**src/design/tcrs_pkg.sv**
```systemverilog
// Shared types and constants for the texture copy region splitter.
package tcrs_pkg;

  // Defaults for the top-level parameters
  localparam int PLACEMENT_ALIGN_DEF = 512;
  localparam int QUEUE_DEPTH_DEF     = 4;

  // Front pipeline: input stage plus 11 work stages
  localparam int FRONT_LAT = 11;
  // Quotient bits resolved per divider stage
  localparam int DIV_BPS   = 4;
  // Remainder of the offset against the alignment never exceeds 16 bits
  localparam int REL_W     = 16;

  typedef enum logic [1:0] {
    ST_OK     = 2'd0,
    ST_VOLUME = 2'd1,
    ST_BAD    = 2'd2
  } status_t;

  // One copy request as it enters the front
  typedef struct packed {
    logic [15:0] tex_x;
    logic [15:0] tex_y;
    logic [15:0] tex_z;
    logic [15:0] region_width;
    logic [15:0] region_height;
    logic [15:0] region_depth;
    logic [4:0]  texel_bytes;
    logic [31:0] byte_offset;
    logic [31:0] row_pitch;
  } req_t;

  // Classified request handed from front to back
  typedef struct packed {
    status_t     status;
    logic        split;
    logic [31:0] base;
    logic [15:0] x;
    logic [15:0] y;
    logic [15:0] w;
    logic [15:0] h;
    logic [15:0] tx;
    logic [15:0] ty;
    logic [15:0] tz;
    logic [31:0] rpt;
  } entry_t;

  // One emitted copy record
  typedef struct packed {
    status_t     status;
    logic        last;
    logic [31:0] buffer_base;
    logic [16:0] dest_x;
    logic [15:0] dest_y;
    logic [15:0] copy_width;
    logic [15:0] copy_height;
    logic [31:0] buf_x;
    logic [15:0] buf_y;
    logic [15:0] buf_z;
    logic [31:0] foot_width;
    logic [16:0] foot_height;
  } rec_t;

endpackage

```
**src/design/tcrs_queue.sv**
```systemverilog
// Short request queue between front and back.
module tcrs_queue import tcrs_pkg::*; #(
  parameter int DEPTH = QUEUE_DEPTH_DEF
) (
  input  logic   clk,
  input  logic   rst,
  input  logic   push,
  input  entry_t din,
  output logic   full,
  input  logic   pop,
  output entry_t dout,
  output logic   empty
);

  localparam int PW = (DEPTH > 1) ? $clog2(DEPTH) : 1;
  localparam int CW = $clog2(DEPTH + 1);
  localparam logic [PW-1:0] LAST_PTR = PW'(DEPTH - 1);
  localparam logic [CW-1:0] DEPTH_C  = CW'(DEPTH);

  entry_t        mem [0:DEPTH-1];
  logic [PW-1:0] wr_ptr;
  logic [PW-1:0] rd_ptr;
  logic [CW-1:0] count;
  logic          do_push;
  logic          do_pop;

  assign full    = count == DEPTH_C;
  assign empty   = count == '0;
  assign do_push = push && !full;
  assign do_pop  = pop && !empty;
  assign dout    = mem[rd_ptr];

  // Advance pointers and count
  always_ff @(posedge clk) begin
    if (rst) begin
      wr_ptr <= '0;
      rd_ptr <= '0;
      count  <= '0;
    end else begin
      if (do_push) begin
        wr_ptr <= (wr_ptr == LAST_PTR) ? '0 : wr_ptr + 1'b1;
      end
      if (do_pop) begin
        rd_ptr <= (rd_ptr == LAST_PTR) ? '0 : rd_ptr + 1'b1;
      end
      if (do_push && !do_pop) begin
        count <= count + 1'b1;
      end else if (do_pop && !do_push) begin
        count <= count - 1'b1;
      end
    end
  end

  // Store entries
  always_ff @(posedge clk) begin
    if (do_push) begin
      mem[wr_ptr] <= din;
    end
  end

endmodule

```
**config.mk**
```make
export PLATFORM = sky130hd
export DESIGN_NAME = tcrs_queue
export DESIGN_NICKNAME = d
export VERILOG_FILES = /design/src/design/tcrs_pkg.sv /design/src/design/tcrs_queue.sv
export SDC_FILE = /design/constraint.sdc
export NUM_CORES = 1
export LEC_CHECK = 0
export BUFFER_PORTS_ARGS = -buffer_cell sky130_fd_sc_hd__buf_2
export CAP_MARGIN = 20
export CORE_MARGIN = 4
export CORE_UTILIZATION = 51
export CTS_BUF_LIST = sky130_fd_sc_hd__clkbuf_16
export CTS_CLUSTER_SIZE = 16
export DETAILED_ROUTE_END_ITERATION = 8
export GPL_TIMING_DRIVEN = 0
export PLACE_DENSITY = 0.75
export RECOVER_POWER = 50
export SLEW_MARGIN = 15
export SYNTH_ARGS = -nofsm -noshare
export SYNTH_HDL_FRONTEND = slang
export SYNTH_SLANG_ARGS = --single-unit
```
**constraint.sdc**
```tcl
create_clock -name clk -period 5 [get_ports clk]
set_input_delay 0 -clock clk [delete_from_list [all_inputs] [get_ports clk]]
set_output_delay 0 -clock clk [all_outputs]
set_load 0.1 [all_outputs]
```
==> results by group <==
Outcome
  • Status: finished with violations
  • Violated checks: max-capacitance violations, max-slew violations

Routing
  • Number of DRC markers in iteration 0: 990
  • Drt pass-1 iters: 5
  • Via density: 5.47
  • DR DRC count: 0
  • Vias: 12900
  • Drt total wl: 56800 um
  • Post-route ant nets: 0
  • DR WL/cell: 24.1 um

Pwr
  • Overall power: 0.0204 W
  • Worst VDD drop: 0.000631 V
  • PD cells: 613 mW/mm^2
  • Leak pwr: 11.0 nW

Timing
  • Slew at the pin closest to its max-slew limit: 1810 ps
  • Final Cycle Share: 0.659
  • Worst Skew: 11.2 ps
  • Fmax achieved: 304 MHz
  • Slew Limit Fails: 105
  • RSZ-0062 raised after global routing: false
  • Fin. Hold Viols: 0
  • Tmin final: 3290 ps
  • Rel. slew slack: -0.206
  • Fin worst setup slack: 1710 ps
  • Min Hold Slack: 194 ps
  • # setup viols final: 0

Synth
  • Yosys reg bits: 725
  • Synth Area in Compound Gates: 0.00152
  • Most used DFF post-synth: edfxtp_1
  • Syn Nets: 1175
  • Post-synthesis xor/xnor area fraction: 0.000667
  • Cells after synthesis: 985
  • Post-Synth Adder-Cell Area: 0.00362
  • Number of flops mapped to enable cells by yosys: 716
  • YS warnings: 0
  • Post-Syn Area per Cell: 26.7 sq um
  • Post-Syn Area: 0.0263 sq mm
  • Synth area leader: edfxtp_1
  • Synth cell types: 22
  • Asr flop ratio synth: 0
  • Top cell type's share of synthesized area: 0.818
  • Top cells by area, synth: edfxtp_1, mux4_2, dfxtp_1
  • Largest family of logic cells by synthesized area: multiplexers
  • Multiplexer share of the synthesized area: 0.154
  • Top-count cell post-synth: edfxtp_1
  • Most frequent cells after synthesis: edfxtp_1, mux4_2, buf_2
  • Synth Area in Simple Gates: 0.00324
  • Seq/Total Area, Yosys: 0.825

Global routing
  • Largest net degree at the start of global routing: 49
  • Total track usage: 0.206
  • Initial antenna violation count: 7
  • Vias in the first global route: 13900
  • GRT overflow: 0
  • First-pass GRT wire length: 86200 um

Clock tree
  • CTS clock-pin slew for the worst setup and hold paths: 60 ps
  • Worst skew pair latency: 590 ps
  • Root Driver: clkbuf_16
  • Post_cts resized: 0
  • CTS sink cnt: 725
  • Htree depth: 3
  • TritonCTS clock tree: done
  • Clk buf depth: 3
  • Cts bufs inserted: 72

Die
  • Initial Util: 0.519
  • Core Footprint: 0.0506 sq mm
  • Die Ht: 235 um
  • Chip Width: 235 um
  • Row count: 82
  • Die area: 0.0552 sq mm
  • IO Pins: 364

Flow run
  • Max Cap Violations: 4

Setup path
  • WP data required: 5260 ps
  • Worst-path cell chain: or3b_1 > clkbuf_1 > and3_1 > buf_12 > buf_16
  • Crit start category: flop
  • CP Class: reg2reg
  • CP Max Fanout: 48
  • Critical path arrival: 3560 ps
  • CP endpoint kind: flop
  • Worst path slowest cell: and3_1
  • Critical path's largest stage delay: 1420 ps

Placed design
  • HPWL after DPL: 33200 um
  • GPL Wtd Cong: 0.741
  • Buffers on Ports: 362
  • Setup WS pre-CTS: 2440 ps

Finish
  • Fin nets: 1811
  • Area delta synth->final: 26.6%
  • Ratio of cells with drive above 1 in the final layout: 0.305
  • Fin util: 0.658
  • Fillers: 3229

Worst hold path
  • Worst Hold Class: in2reg
==> metrics by stage <==
stage | instance area [sq um] | TNS, ps | instances
2_1_floorplan | 26300 | 0 | 985
6_report | 33300 | 0 | 2354
4_1_cts | 33500 | 0 | 2349
5_1_grt | 33300 | 0 | 2354
3_5_place_dp | 29400 | 0 | 2035
3_3_place_gp | 28900 | -79720 | 2019
==> path summary, 6_finish.rpt <==
kind                     startpoint              endpoint  slack (ps)  cells past startpoint
max reg2reg   count[0]$_SDFFE_PP0P_  mem[0][83]$_DFFE_PP_        1710                      5
min reg2reg  rd_ptr[0]$_SDFFE_PP0P_                  flop         500                      2
max           count[0]$_SDFFE_PP0P_  mem[0][83]$_DFFE_PP_        1710                      5
min                         din[37]  mem[2][37]$_DFFE_PP_         190                      2
==> registers in the layout, summed over array words and instances (netlist names), named ones only <==
register and cells:
count 3, mem 716, rd_ptr 2, wr_ptr 2
==> logic make-up after synthesis <==
family,Yosys count
flops,725
mux,181
buf+inv,47
simple gates,16
compound gates,7
fa+ha+maj,7
xor+xnor,2
==> cell usage in the layout (no fill, tap or decap), types with 3 or more instances in the layout <==
cell | synthesis | routed
buf_2 | 20 | 201
clkinv_2 | 0 | 10
a21oi_1 | 3 | 3
inv_1 | 4 | 15
bufinv_16 | 0 | 4
buf_12 | 0 | 4
edfxtp_1 | 716 | 716
dfxtp_1 | 9 | 9
clkinv_4 | 0 | 3
clkinv_1 | 0 | 19
and3_1 | 4 | 4
mux4_2 | 179 | 179
ha_1 | 6 | 6
dlygate4sd3_1 | 0 | 184
buf_6 | 14 | 14
buf_16 | 0 | 12
clkinvlp_4 | 0 | 4
nor2_1 | 4 | 4
clkbuf_16 | 0 | 77
clkbuf_1 | 8 | 189
diode_2 | 0 | 5
==> critical path: cells and delay by family, from the launching register on <==
kind	cells	cell delay [ps]
AND/OR/NAND/NOR	2	1570
buffers and inverters	3	870
flip-flops	1	440
==> final cells by class <==
class | instances | area [sq um] | area share
diodes | 5 | 12.5 | 0.000376
inverters | 5 | 18.8 | 0.000564
well taps | 672 | 841 | 0.0253
clock inverters | 53 | 364 | 0.0109
flip-flops and latches | 725 | 21700 | 0.652
clock buffers | 77 | 1930 | 0.0579
repair buffers | 562 | 3840 | 0.115
plain buffers | 42 | 287 | 0.00862
multi-input cells | 213 | 4290 | 0.129
==> routing by layer <==
layer / wire [um] / track usage / part of all wire
met5: 14 / 0 / 0.00025
met4: 1330 / 0.0637 / 0.023
met3: 4850 / 0.0620 / 0.085
met2: 28800 / 0.338 / 0.51
met1: 21800 / 0.270 / 0.38
==> power breakdown <==
part           switching (W)  internal [W]  leakage [nW]  total (W)
combinational        0.00606       0.00164          3.15    0.00770
sequential          0.000142       0.00735          6.64    0.00749
clock                0.00219       0.00299          1.16    0.00518
total                0.00840        0.0120          10.9     0.0204
==> timing repair <==
item	CTS	global route
buffers inserted	0	0
hold buffers	184	0
hold endpoints to repair	725	0
No activity file was read; power rests on OpenSTA's default activity.
