===== src/design/tcrs_pkg.sv =====
// Shared types and constants for the texture copy region splitter.
package tcrs_pkg;

  // Defaults for the top-level parameters
  localparam int PLACEMENT_ALIGN_DEF = 512;
  localparam int QUEUE_DEPTH_DEF     = 4;

  // Front pipeline: input stage plus 11 work stages
  localparam int FRONT_LAT = 11;
  // Quotient bits resolved per divider stage
  localparam int DIV_BPS   = 4;
  // Remainder of the offset against the alignment never exceeds 16 bits
  localparam int REL_W     = 16;

  typedef enum logic [1:0] {
    ST_OK     = 2'd0,
    ST_VOLUME = 2'd1,
    ST_BAD    = 2'd2
  } status_t;

  // One copy request as it enters the front
  typedef struct packed {
    logic [15:0] tex_x;
    logic [15:0] tex_y;
    logic [15:0] tex_z;
    logic [15:0] region_width;
    logic [15:0] region_height;
    logic [15:0] region_depth;
    logic [4:0]  texel_bytes;
    logic [31:0] byte_offset;
    logic [31:0] row_pitch;
  } req_t;

  // Classified request handed from front to back
  typedef struct packed {
    status_t     status;
    logic        split;
    logic [31:0] base;
    logic [15:0] x;
    logic [15:0] y;
    logic [15:0] w;
    logic [15:0] h;
    logic [15:0] tx;
    logic [15:0] ty;
    logic [15:0] tz;
    logic [31:0] rpt;
  } entry_t;

  // One emitted copy record
  typedef struct packed {
    status_t     status;
    logic        last;
    logic [31:0] buffer_base;
    logic [16:0] dest_x;
    logic [15:0] dest_y;
    logic [15:0] copy_width;
    logic [15:0] copy_height;
    logic [31:0] buf_x;
    logic [15:0] buf_y;
    logic [15:0] buf_z;
    logic [31:0] foot_width;
    logic [16:0] foot_height;
  } rec_t;

endpackage


===== src/design/tcrs_back.sv =====
// Back end: expand each queued request into one or two copy records.
module tcrs_back import tcrs_pkg::*; (
  input  logic   clk,
  input  logic   rst,
  input  logic   q_empty,
  input  entry_t q_head,
  output logic   q_pop,
  input  logic   pop,
  output logic   empty,
  output rec_t   rec
);

  logic        out_valid;
  logic        out_valid_next;
  logic        phase;
  logic        phase_next;
  logic        load;
  rec_t        rec_next;
  rec_t        rec0;
  rec_t        rec1;
  logic [31:0] w0;
  logic [15:0] w1;

  assign empty = !out_valid;
  assign load  = !out_valid || pop;

  // Build both records of the head request
  always_comb begin
    w0 = q_head.rpt - 32'(q_head.tx);
    w1 = q_head.w - w0[15:0];

    rec0.status      = q_head.status;
    rec0.last        = !q_head.split;
    rec0.buffer_base = q_head.base;
    rec0.dest_x      = 17'(q_head.x);
    rec0.dest_y      = q_head.y;
    rec0.copy_width  = q_head.split ? w0[15:0] : q_head.w;
    rec0.copy_height = q_head.h;
    rec0.buf_x       = 32'(q_head.tx);
    rec0.buf_y       = q_head.ty;
    rec0.buf_z       = q_head.tz;
    rec0.foot_width  = q_head.split ? q_head.rpt : 32'(q_head.w) + 32'(q_head.tx);
    rec0.foot_height = 17'(q_head.h) + 17'(q_head.ty);

    rec1.status      = q_head.status;
    rec1.last        = 1'b1;
    rec1.buffer_base = q_head.base;
    rec1.dest_x      = 17'(q_head.x) + 17'(w0[15:0]);
    rec1.dest_y      = q_head.y;
    rec1.copy_width  = w1;
    rec1.copy_height = q_head.h;
    rec1.buf_x       = '0;
    rec1.buf_y       = q_head.ty + 16'd1;
    rec1.buf_z       = q_head.tz;
    rec1.foot_width  = 32'(w1);
    rec1.foot_height = 17'(q_head.h) + 17'(q_head.ty) + 17'd1;
  end

  // Pick the next record and drop finished requests
  always_comb begin
    out_valid_next = out_valid;
    phase_next     = phase;
    rec_next       = rec;
    q_pop          = 1'b0;
    if (load) begin
      out_valid_next = !q_empty;
      if (!q_empty) begin
        if (phase) begin
          rec_next   = rec1;
          q_pop      = 1'b1;
          phase_next = 1'b0;
        end else begin
          rec_next = rec0;
          if (q_head.split) begin
            phase_next = 1'b1;
          end else begin
            q_pop = 1'b1;
          end
        end
      end
    end
  end

  // Hold control state
  always_ff @(posedge clk) begin
    if (rst) begin
      out_valid <= 1'b0;
      phase     <= 1'b0;
    end else begin
      out_valid <= out_valid_next;
      phase     <= phase_next;
    end
  end

  // Hold the output record
  always_ff @(posedge clk) begin
    rec <= rec_next;
  end

endmodule


===== config.mk =====
export PLATFORM = sky130hd
export DESIGN_NAME = tcrs_back
export DESIGN_NICKNAME = d
export VERILOG_FILES = /design/src/design/tcrs_pkg.sv /design/src/design/tcrs_back.sv
export SDC_FILE = /design/constraint.sdc
export NUM_CORES = 1
export LEC_CHECK = 0
export ABC_AREA = 1
export BUFFER_PORTS_ARGS = -buffer_cell sky130_fd_sc_hd__buf_2
export CAP_MARGIN = 10
export CORE_MARGIN = 2
export CORE_UTILIZATION = 30
export CTS_CLUSTER_SIZE = 25
export DETAILED_ROUTE_END_ITERATION = 7
export GPL_ROUTABILITY_DRIVEN = 0
export GPL_TIMING_DRIVEN = 0
export SYNTH_ARGS = -nofsm -noshare
export SYNTH_HDL_FRONTEND = slang
export SYNTH_SLANG_ARGS = --single-unit

===== constraint.sdc =====
create_clock -name clk -period 23.1 [get_ports clk]
set_input_delay 0 -clock clk [delete_from_list [all_inputs] [get_ports clk]]
set_output_delay 0 -clock clk [all_outputs]
set_load 0.1 [all_outputs]

==> flow_summary_export.csv <==
group,metric,value,unit
setup_path,crit_start,"q_head[0]",
setup_path,crit_family,"buffers and inverters",
clock_tree,post_cts_resized,0,
final_layout,num-fill-cells,3861,
route,antenna_left,0,
global_routing,antenna_found_initial,5,
setup_path,crit_required,23.30,ns
logic_synthesis,ys_types,52,
pwr,leakage,8.312,nW
final_layout,syn_to_final_growth,42.69,%
die,die_w,205.7,um
route,routed_wl,42.68,mm
worst_hold_path,hold_start,"q_head[11]",
sta,finalCriticalPeriod,3.545,ns
die,die_h,205.7,um
clock_tree,clockBufferDepth,2,
logic_synthesis,synth_area,12210,um2
clock_tree,post_cts.repair.setup_buffers,0,
pwr,p_sw,0.5717,mW
route,drtIter0Drc,689,
run_status,status,"finished, final reports clean",
setup_path,worstSetupPathType,"input port to flop",
logic_synthesis,synth_warnings,0,
setup_path,critPathArrivalTime,3.74,ns
final_layout,mostFrequentLayoutCells,"buf_2, nand2_1, edfxtp_1",
placed_design,post-place-ws,19.63,ns
clock_tree,ctsHoldBuffers,181,
setup_path,slowest_stage,"dlygate4sd3_1",
global_routing,grt_pass1_vias,11530,
placed_design,dp_hpwl,33.01,mm
logic_synthesis,yosysSeqAreaShare,0.4878,
die,die_area,42330,um2
clock_tree,cts-buffers-inserted,17,
worst_hold_path,hp-class,"input port to flop",
sta,fin_worst_skew,0.01023,ns
setup_path,worst_setup_path_start_kind,"input port",
pwr,clockPowerShare,0.244,
sta,period_share,0.1535,
sta,fin_setup_tns,0,ns
job,maxCapViolCount,0,
setup_path,crit_buf_inv,6,
logic_synthesis,synth.avg_cell_area,8.874,um2
global_routing,grt_start_max_net_pins,31,
global_routing,grt_util_all_layers,0.1962,
sta,tightest_slew,1.074,ns
setup_path,path_cells,"dlygate4sd3_1 > buf_2 > inv_1 > ha_1 > inv_1 > fa_1 > nand2_1 > nand2_1 > nand3_2 > nand2_2 > nand2_2 > nand2_2 > a21oi_1 > o21bai_1 > xor2_1 > inv_1 > ha_1 > inv_1 > nor3_1 > a211oi_1 > nand2_1 > nand2_1 > a31oi_1",
die,core,39910,um2
die,fp-row-count,73,
route,drtPass1Iterations,6,
final_layout,nNetsFinal,2238,
pwr,comb_power_share,0.418,
die,initial_utilization,0.3059,
setup_path,r2r_start,"phase$_SDFFE_PP0P_",
final_layout,final_area,17420,um2
sta,layout_setup_ws,19.55,ns
clock_tree,cts_tree,"built",
final_layout,drive_gt1_frac,0.2508,
sta,finalSetupViolations,0,
sta,rsz0062_at_grt,"no",
route,num_vias,11830,
logic_synthesis,synth_area_leader_cell,"edfxtp_1",
route,post_drt_wl_per_cell,16.93,um
logic_synthesis,synth.area.top_cells,"edfxtp_1, nand2_1, ha_1",
pwr,cell_internal_pwr,0.7418,mW
route,drc_errors,0,
final_layout,layout_commonest_cell,"buf_2",
pwr,p_sw_frac,0.4352,
pwr,pwr-share-seq,0.338,
placed_design,place_area,14980,um2
global_routing,grt_pass1_wl,62.11,mm
clock_tree,cts-root-buf,"clkbuf_16",
setup_path,cp_max_fo,5,
setup_path,endpoint_kind,"flop",
clock_tree,clk_pin_slew,0.08,ns
logic_synthesis,ys_seq_elements,199,
logic_synthesis,synth_top_area_share,0.4845,
setup_path,critPathMaxStageDelay,0.53,ns
global_routing,grt.overflow.total,0,
die,ios,398,
sta,finalHoldViolCount,0,
pwr,power_density,75.39,nW/um2
sta,slew_headroom,0.2816,
logic_synthesis,syn_inst,1376,
sta,fmax,0.2821,GHz
clock_tree,clkSinkCount,199,
clock_tree,cts.htree.levels,4,
route,vias_per_cell,4.692,
pwr,power.total,1.314,mW
sta,slew_viol_final,0,
placed_design,io_buffers,380,
clock_tree,clkLatencyLatePin,0.46,ns
pwr,ir_drop,0.05016,mV
## worst min-delay path, cell delays in order
cell and delay [ns]:
buf_2 0.11, nand2_1 0.05, nand2_1 0.10, inv_1 0.04, nand2_1 0.09
## cells in the mapped netlist (all sizes together)
cell,instances
xnor2,14
nor2,115
o31ai,2
o21ai,46
buf,24
o221ai,5
edfxtp,197
o211ai,11
dfxtp,2
inv,184
fa,5
and2,1
a21o,5
nor3,10
o21a,1
a31oi,5
nand3,128
xor2,32
xnor3,1
nor4,2
or2,7
o21bai,9
nand3b,8
o311a,1
a211oi,3
o22ai,2
nand2,379
a32oi,1
clkbuf,11
nand4,17
conb,1
a21oi,73
nor3b,1
ha,72
a21boi,1
## routing by layer
metal / share of wire / track usage
met5: 0 / 0
met4: 0.026 / 0.07785
met3: 0.059 / 0.03247
met2: 0.52 / 0.3671
met1: 0.40 / 0.2200
## final timing paths
kind	endpoint	slack, ns	depth (start not counted)
max	rec[176]$_DFFE_PP_	19.55	23
min	rec[28]$_DFFE_PP_	0.05	5
max reg2reg	rec[17]$_DFFE_PP_	19.88	7
min reg2reg	rec[67]$_DFFE_PP_	0.79	4
## final cells by class
type,instances,area (um2),share of cell area
clock buffer,17,425.4,0.02442
tap,525,656.9,0.03770
inverter,184,690.7,0.03964
buffer,35,200.2,0.01149
multi-input combinational,973,5431,0.3117
clock inverter,14,186.4,0.01070
sequential,199,5956,0.3418
antenna,6,15.01,0.0008618
timing repair buffer,568,3861,0.2216
## state kept, by name (all words and copies together), names as in the netlist
register   flops
rec          197
phase          1
out_valid      1
## logic make-up (layout without fill, tap and decap cells)
| kind of cell | after synthesis | after routing | synth area share |
|---|---|---|---|
| xor+xnor | 47 | 47 | 0.03884 |
| buf+inv | 219 | 818 | 0.07296 |
| simple gates | 668 | 668 | 0.2391 |
| fa+ha+maj | 77 | 77 | 0.08198 |
| flops | 199 | 199 | 0.4878 |
| compound gates | 165 | 165 | 0.07911 |
| other cells | 1 | 22 | 0.0003071 |
## per-stage QoR
| step | hold slack [ns] | cells | utilization |
|---|---|---|---|
| final | 0.05384 | 2521 | 0.4365 |
| after floorplan | 0.06907 | 1391 | - |
| after CTS | 0.02843 | 2515 | 0.4361 |
| after global routing | 0.05353 | 2520 | 0.4364 |
| after detailed placement | 0.1784 | 2303 | 0.3754 |
| after global placement | 0.1767 | 2296 | 0.3714 |
## power groups by stage
stage / sequential [mW] / combinational, mW / clock, mW
floorplan: 0.668 / 0.198 / 0
global placement: 0.464 / 0.513 / 0
detailed placement: 0.453 / 0.522 / 0
CTS: 0.445 / 0.549 / 0.328
global route: 0.447 / 0.587 / 0.340
finish: 0.445 / 0.549 / 0.320
Power figures use the tool's default switching activity.
