`src/design/tcrs_pkg.sv`:
```
// Shared types and constants for the texture copy region splitter.
package tcrs_pkg;

  // Defaults for the top-level parameters
  localparam int PLACEMENT_ALIGN_DEF = 512;
  localparam int QUEUE_DEPTH_DEF     = 4;

  // Front pipeline: input stage plus 11 work stages
  localparam int FRONT_LAT = 11;
  // Quotient bits resolved per divider stage
  localparam int DIV_BPS   = 4;
  // Remainder of the offset against the alignment never exceeds 16 bits
  localparam int REL_W     = 16;

  typedef enum logic [1:0] {
    ST_OK     = 2'd0,
    ST_VOLUME = 2'd1,
    ST_BAD    = 2'd2
  } status_t;

  // One copy request as it enters the front
  typedef struct packed {
    logic [15:0] tex_x;
    logic [15:0] tex_y;
    logic [15:0] tex_z;
    logic [15:0] region_width;
    logic [15:0] region_height;
    logic [15:0] region_depth;
    logic [4:0]  texel_bytes;
    logic [31:0] byte_offset;
    logic [31:0] row_pitch;
  } req_t;

  // Classified request handed from front to back
  typedef struct packed {
    status_t     status;
    logic        split;
    logic [31:0] base;
    logic [15:0] x;
    logic [15:0] y;
    logic [15:0] w;
    logic [15:0] h;
    logic [15:0] tx;
    logic [15:0] ty;
    logic [15:0] tz;
    logic [31:0] rpt;
  } entry_t;

  // One emitted copy record
  typedef struct packed {
    status_t     status;
    logic        last;
    logic [31:0] buffer_base;
    logic [16:0] dest_x;
    logic [15:0] dest_y;
    logic [15:0] copy_width;
    logic [15:0] copy_height;
    logic [31:0] buf_x;
    logic [15:0] buf_y;
    logic [15:0] buf_z;
    logic [31:0] foot_width;
    logic [16:0] foot_height;
  } rec_t;

endpackage

```
`src/design/tcrs_div.sv`:
```
// Pipelined restoring divider, BPS quotient bits per stage.
module tcrs_div import tcrs_pkg::*; #(
  parameter int NW  = 16,
  parameter int DW  = 16,
  parameter int BPS = DIV_BPS
) (
  input  logic          clk,
  input  logic          en,
  input  logic [NW-1:0] num,
  input  logic [DW-1:0] den,
  output logic [NW-1:0] quo,
  output logic [DW-1:0] rem
);

  localparam int NS = NW / BPS;

  // Numerator shifts out at the top while quotient bits shift in below
  logic [NW-1:0] nq [1:NS];
  logic [DW:0]   r  [1:NS];
  logic [DW-1:0] d  [1:NS];

  for (genvar g = 0; g < NS; g++) begin : g_stage
    logic [NW-1:0] src_nq;
    logic [DW:0]   src_r;
    logic [DW-1:0] src_d;
    logic [NW-1:0] nq_c;
    logic [DW:0]   r_c;

    if (g == 0) begin : g_first
      assign src_nq = num;
      assign src_r  = '0;
      assign src_d  = den;
    end else begin : g_next
      assign src_nq = nq[g];
      assign src_r  = r[g];
      assign src_d  = d[g];
    end

    // Resolve BPS quotient bits
    always_comb begin
      nq_c = src_nq;
      r_c  = src_r;
      for (int i = 0; i < BPS; i++) begin
        r_c  = {r_c[DW-1:0], nq_c[NW-1]};
        nq_c = {nq_c[NW-2:0], 1'b0};
        if (r_c >= {1'b0, src_d}) begin
          r_c     = r_c - {1'b0, src_d};
          nq_c[0] = 1'b1;
        end
      end
    end

    // Advance the stage
    always_ff @(posedge clk) begin
      if (en) begin
        nq[g+1] <= nq_c;
        r[g+1]  <= r_c;
        d[g+1]  <= src_d;
      end
    end
  end

  assign quo = nq[NS];
  assign rem = r[NS][DW-1:0];

endmodule

```
`src/design/tcrs_front.sv`:
```
// Front pipeline: align the offset, run the divisions, classify the request.
module tcrs_front import tcrs_pkg::*; #(
  parameter int PLACEMENT_ALIGN = PLACEMENT_ALIGN_DEF
) (
  input  logic        clk,
  input  logic        rst,
  input  logic        push,
  input  req_t        req,
  output logic        full,
  output logic        q_push,
  output entry_t      q_entry,
  input  logic        q_full
);

  // Reciprocal of the alignment; estimate is low by at most one
  localparam logic [63:0] RECIP64 = 64'((64'd1 << 32) / PLACEMENT_ALIGN);
  localparam logic [31:0] RECIP   = RECIP64[31:0];
  localparam logic [17:0] ALIGN18 = 18'(PLACEMENT_ALIGN);
  localparam logic [16:0] ALIGN17 = 17'(PLACEMENT_ALIGN);

  logic              en;
  logic [FRONT_LAT:0] v;
  req_t              req_s [0:FRONT_LAT];
  logic [REL_W-1:0]  rel_s [3:FRONT_LAT];
  logic [63:0]       prod1;
  logic [31:0]       qa2;
  logic [31:0]       diff_c;
  logic [17:0]       r18_c;
  logic [REL_W-1:0]  rel_c;

  // Stall the whole pipe only when the last stage cannot drain
  assign en     = !(v[FRONT_LAT] && q_full);
  assign full   = !en;
  assign q_push = v[FRONT_LAT] && en;

  // Remainder of offset against the alignment, one correction
  always_comb begin
    diff_c = req_s[2].byte_offset - qa2;
    r18_c  = diff_c[17:0];
    if (r18_c >= ALIGN18) begin
      r18_c = r18_c - ALIGN18;
    end
    rel_c = r18_c[REL_W-1:0];
  end

  // Hold valid bits
  always_ff @(posedge clk) begin
    if (rst) begin
      v <= '0;
    end else if (en) begin
      v <= {v[FRONT_LAT-1:0], push};
    end
  end

  // Advance payload
  always_ff @(posedge clk) begin
    if (en) begin
      req_s[0] <= req;
      for (int i = 1; i <= FRONT_LAT; i++) begin
        req_s[i] <= req_s[i-1];
      end
      prod1    <= req_s[0].byte_offset * RECIP;
      qa2      <= 32'(prod1[63:32] * ALIGN17);
      rel_s[3] <= rel_c;
      for (int i = 4; i <= FRONT_LAT; i++) begin
        rel_s[i] <= rel_s[i-1];
      end
    end
  end

  // Row pitch in texels and pitch check
  logic [31:0] rpt;
  logic [4:0]  pmod;
  tcrs_div #(.NW(32), .DW(5), .BPS(DIV_BPS)) u_div_rpt (
    .clk (clk),
    .en  (en),
    .num (req_s[3].row_pitch),
    .den (req_s[3].texel_bytes),
    .quo (rpt),
    .rem (pmod)
  );

  // Whole pitch rows inside the remainder
  logic [15:0] k_raw;
  logic [15:0] bxb_raw;
  tcrs_div #(.NW(16), .DW(16), .BPS(DIV_BPS)) u_div_rows (
    .clk (clk),
    .en  (en),
    .num (rel_s[3]),
    .den (req_s[3].row_pitch[15:0]),
    .quo (k_raw),
    .rem (bxb_raw)
  );

  // A pitch beyond 16 bits exceeds any remainder
  logic        big;
  logic [15:0] k7;
  logic [15:0] bxb7;
  assign big  = req_s[7].row_pitch[31:16] != '0;
  assign k7   = big ? '0 : k_raw;
  assign bxb7 = big ? rel_s[7] : bxb_raw;

  // Slice and row inside the footprint
  logic [15:0] tz;
  logic [15:0] ty;
  tcrs_div #(.NW(16), .DW(16), .BPS(DIV_BPS)) u_div_slice (
    .clk (clk),
    .en  (en),
    .num (k7),
    .den (req_s[7].region_height),
    .quo (tz),
    .rem (ty)
  );

  // Texel column inside the footprint
  logic [15:0] tx;
  logic [4:0]  tx_rem;
  tcrs_div #(.NW(16), .DW(5), .BPS(DIV_BPS)) u_div_col (
    .clk (clk),
    .en  (en),
    .num (bxb7),
    .den (req_s[7].texel_bytes),
    .quo (tx),
    .rem (tx_rem)
  );

  // Classify and build the queue entry
  req_t        rq;
  logic        vol;
  logic        bad;
  logic        fits;
  logic [32:0] wsum;
  always_comb begin
    rq   = req_s[FRONT_LAT];
    vol  = (rq.tex_z != '0) || (rq.region_depth > 16'd1);
    bad  = (rq.texel_bytes == '0) || (rq.row_pitch == '0) || (pmod != '0) ||
           (rq.region_height == '0) || (tx_rem != tx_rem);
    wsum = 33'(rq.region_width) + 33'(tx);
    fits = wsum <= 33'(rpt);
    q_entry = '0;
    if (vol) begin
      q_entry.status = ST_VOLUME;
    end else if (bad) begin
      q_entry.status = ST_BAD;
    end else begin
      q_entry.status = ST_OK;
      q_entry.split  = (rel_s[FRONT_LAT] != '0) && !fits;
      q_entry.base   = rq.byte_offset - 32'(rel_s[FRONT_LAT]);
      q_entry.x      = rq.tex_x;
      q_entry.y      = rq.tex_y;
      q_entry.w      = rq.region_width;
      q_entry.h      = rq.region_height;
      q_entry.tx     = tx;
      q_entry.ty     = ty;
      q_entry.tz     = tz;
      q_entry.rpt    = rpt;
    end
  end

endmodule

```
`config.mk`:
```
export PLATFORM = sky130hd
export DESIGN_NAME = tcrs_front
export DESIGN_NICKNAME = d
export VERILOG_FILES = /design/src/design/tcrs_pkg.sv /design/src/design/tcrs_div.sv /design/src/design/tcrs_front.sv
export SDC_FILE = /design/constraint.sdc
export NUM_CORES = 2
export LEC_CHECK = 0
export ABC_AREA = 1
export BUFFER_PORTS_ARGS = -buffer_cell sky130_fd_sc_hd__buf_2
export CAP_MARGIN = 25
export CORE_MARGIN = 3
export CORE_UTILIZATION = 35
export CTS_CLUSTER_DIAMETER = 80
export CTS_CLUSTER_SIZE = 8
export DETAILED_ROUTE_END_ITERATION = 8
export HOLD_SLACK_MARGIN = 0.03
export PLACE_DENSITY = 0.56
export SLEW_MARGIN = 10
export SYNTH_ARGS = -nofsm -noshare
export SYNTH_HDL_FRONTEND = slang
export SYNTH_SLANG_ARGS = --single-unit
```
`constraint.sdc`:
```
create_clock -name clk -period 131.7 [get_ports clk]
set_clock_uncertainty 0.1 [all_clocks]
set_input_delay 13.17 -clock clk [delete_from_list [all_inputs] [get_ports clk]]
set_output_delay 13.17 -clock clk [all_outputs]
set_load 0.01 [all_outputs]
```
==> run_results.csv <==
group,metric,value,unit
detailed_routing,drt_first_pass_iters,6,
floorplan,die_h,583,um
worst_setup_path,start_kind,"primary input",
detailed_routing,drc_errors,0,
floorplan,start_util,0.352,
worst_setup_path,critPathMaxFanout,55,
yosys,synth_area_leaders,"edfxtp_1 (63%), ha_1 (8.1%), nand2_1 (6.7%)",
detailed_routing,viasPerCell,4.86,
timing,fin_crit,27.76,ns
worst_setup_path,critPathKind,"in -> out",
detailed_routing,detail_route.wl_per_cell,17.8,um
timing,fmax,36.0,MHz
yosys,yosys.area.top_type_share,0.635,
worst_setup_path,worst-path-buf-inv,3,
yosys,ys.flop_type,"edfxtp_1",
job,drv_cap,0,
worst_setup_path,crit_family,"buffers and inverters",
timing,slew_viol_final,0,
yosys,synth_edf_count,2463,
yosys,yosys_warnings,0,
floorplan,io_pins,350,
clock_network,cts_setup_buffers,0,
timing,grt_setup_unrepaired,"false",
timing,fin_hold_ws,0.286,ns
timing,fin_crit_sh,0.211,
timing,worst_pin_slew,1.13,ns
global_route,grt_pass1_wl,404000,um
timing,hold_viol_final,0,
detailed_routing,drt-initial-drc-count,5163,
clock_network,cts.repair.resized,0,
yosys,synth_cells,9664,
timing,setup_viol,0,
clock_network,clockBufferDepth,4,
detailed_routing,num_vias,71400,
power_and_ir_drop,p_leak,56.7,nW
cells_and_area,area_delta_synth_final,14.2,%
global_route,antenna_found_initial,19,
yosys,syn_area,117000,um2
floorplan,core_region_area,331000,um2
timing,relSlewSlack,0.245,
yosys,synth_cell_types,73,
global_route,grt_start_max_net_pins,212,
yosys,synth_seq_cells,2475,
cells_and_area,drive_above_1_share,0.0936,
worst_setup_path,cp_data_required_time,118.43,ns
cells_and_area,n_fill_cell,31100,
clock_network,cts.clk_slew.worst_paths,0.05,ns
worst_setup_path,worst_path_max_delay_cell,"nand2_4",
placed_design,dp_hpwl,193000,um
clock_network,htreeDepth,5,
placed_design,io_buffers,339,
power_and_ir_drop,power_density,27.2,nW/um2
placed_design,place_congestion,0.861,
clock_network,cts.sinks,2475,
yosys,yosys.cell_count.top_type,"edfxtp_1",
global_route,grt_use_total,0.150,
clock_network,cts_tree,"yes",
yosys,ys_top_cells_by_count,"edfxtp_1 (2,463), nand2_1 (2,075), inv_1 (885)",
detailed_routing,drtAntennaViolNets,0,
worst_setup_path,critPathMaxStageDelay,0.54,ns
floorplan,rows,211,
timing,finalSetupTns,0,ns
clock_network,hold_buffers,0,
clock_network,cts_made_buffers,355,
hold_path,min_path_type,"reg -> reg",
worst_setup_path,crit_arrival,14.49,ns
clock_network,root_buffer,"clkbuf_16",
global_route,gr-total-overflow,0,
yosys,async_reset_ff_frac,0,
global_route,grt_pass1_vias,70400,
detailed_routing,drt-total-wl,262000,um
floorplan,die_x,583,um
yosys,syn_area_per_cell,12.1,um2
worst_setup_path,critPathMostFrequentCell,"buf_2",
status,run_status,"complete, no violations",
cells_and_area,nNetsFinal,11300,
yosys,seq_area_frac_synth,0.637,
floorplan,die-area,340000,um2
worst_setup_path,end_kind,"output pin",
clock_network,clk_latency,0.89,ns
yosys,synth_top_area_cell,"edfxtp_1",
worst_setup_path,crit_chain,"buf_2 > nand2_4 > inv_1 > buf_2",
power_and_ir_drop,irDropWorstVdd,0.0000338,V
## sequential cells by signal, summed over array words and instances, names as in the netlist
register,count
u_div_rpt.d,34
v,12
u_div_slice.nq,64
req_s,1669
u_div_slice.r,64
prod1,17
u_div_slice.d,47
qa2,8
rel_s,81
u_div_col.r,15
u_div_rpt.r,40
u_div_rpt.nq,256
u_div_rows.nq,40
u_div_rows.r,64
u_div_col.nq,64
## worst register-to-register path, delay by kind of cell, from the launching register on
family | cells | cell delay [ns]
buffers and inverters | 4 | 1.59
AO/OA/AOI/OAI | 10 | 2.40
AND/OR/NAND/NOR | 30 | 4.34
adder cells (fa/ha/maj) | 4 | 1.50
flip-flops | 1 | 0.54
## per-stage QoR
| step | util | total power [mW] | setup WS, ns | cells | instance area, um2 |
|---|---|---|---|---|---|
| after floorplan | - | 2.43 | 48.17 | 9672 | 117000 |
| after global placement | 0.372 | 2.77 | 103.88 | 14300 | 123000 |
| after detailed placement | 0.372 | 2.81 | 103.87 | 14300 | 123000 |
| after CTS | 0.402 | 3.64 | 103.86 | 14700 | 133000 |
| after global routing | 0.402 | 3.92 | 103.79 | 14700 | 133000 |
| final | 0.402 | 3.61 | 103.94 | 14700 | 133000 |
## worst paths after layout
kind                                 start                             to  slack (ns)  depth (start not counted)
max                                 q_full                           full      103.94                          4
min                req_s[0][452]$_DFFE_PN_        req_s[0][617]$_DFFE_PN_        0.29                          0
max reg2reg  u_div_rpt.nq[0][38]$_DFFE_PN_  u_div_rows.r[0][47]$_DFFE_PN_      120.98                         48
min reg2reg        req_s[0][452]$_DFFE_PN_        req_s[0][617]$_DFFE_PN_        0.29                          0
## cell families after synthesis
kind of cell,count (synthesis),synth area share
XOR/XNOR,498,0.0374
other,1,0.0000322
multiplexers,4,0.000386
adder cells (fa/ha/maj),826,0.0936
AO/OA/AOI/OAI,1341,0.0641
AND/OR/NAND/NOR,3451,0.131
flip-flops,2475,0.637
buffers and inverters,1068,0.0370
## layout make-up
type / instances / area, um2 / share of cell area
clock inverter: 37 / 582 / 0.00437
multi-input combinational: 6129 / 38100 / 0.286
sequential: 2475 / 74200 / 0.558
timing repair buffer: 379 / 2140 / 0.0161
clock buffer: 375 / 9060 / 0.0681
tap: 4366 / 5460 / 0.0411
inverter: 931 / 3500 / 0.0263
antenna: 3 / 7.51 / 0.0000564
## cell usage in the layout, fill, tap and decap left out, types with 76 or more instances in the layout
cell,n
a21oi_1,590
buf_2,339
clkbuf_16,360
edfxtp_1,2463
fa_1,76
ha_1,750
inv_1,885
nand2_1,2074
nand3_1,404
nand4_1,79
nor2_1,422
nor3_1,86
nor3b_1,156
o21ai_0,384
o21ai_1,88
xnor2_1,220
xor2_1,278
## layer usage
| metal | vias up | share of wire | routed length, um | global-route usage |
|---|---|---|---|---|
| met4 | 0 | 0.029 | 7600 | 0.0454 |
| met2 | 1648 | 0.45 | 119000 | 0.240 |
| met5 | - | 0 | 0 | 0 |
| met3 | 458 | 0.046 | 12100 | 0.0214 |
| li1 | 35300 | - | - | - |
| met1 | 34000 | 0.47 | 124000 | 0.213 |
## report_power, final
group | leakage (nW) | switching [mW] | internal, mW | total, mW
registers | 26.4 | 0.0372 | 1.04 | 1.07
clock network | 4.69 | 0.314 | 0.483 | 0.797
logic | 25.6 | 1.11 | 0.628 | 1.74
Note: power is estimated with default switching activity, not from simulation.
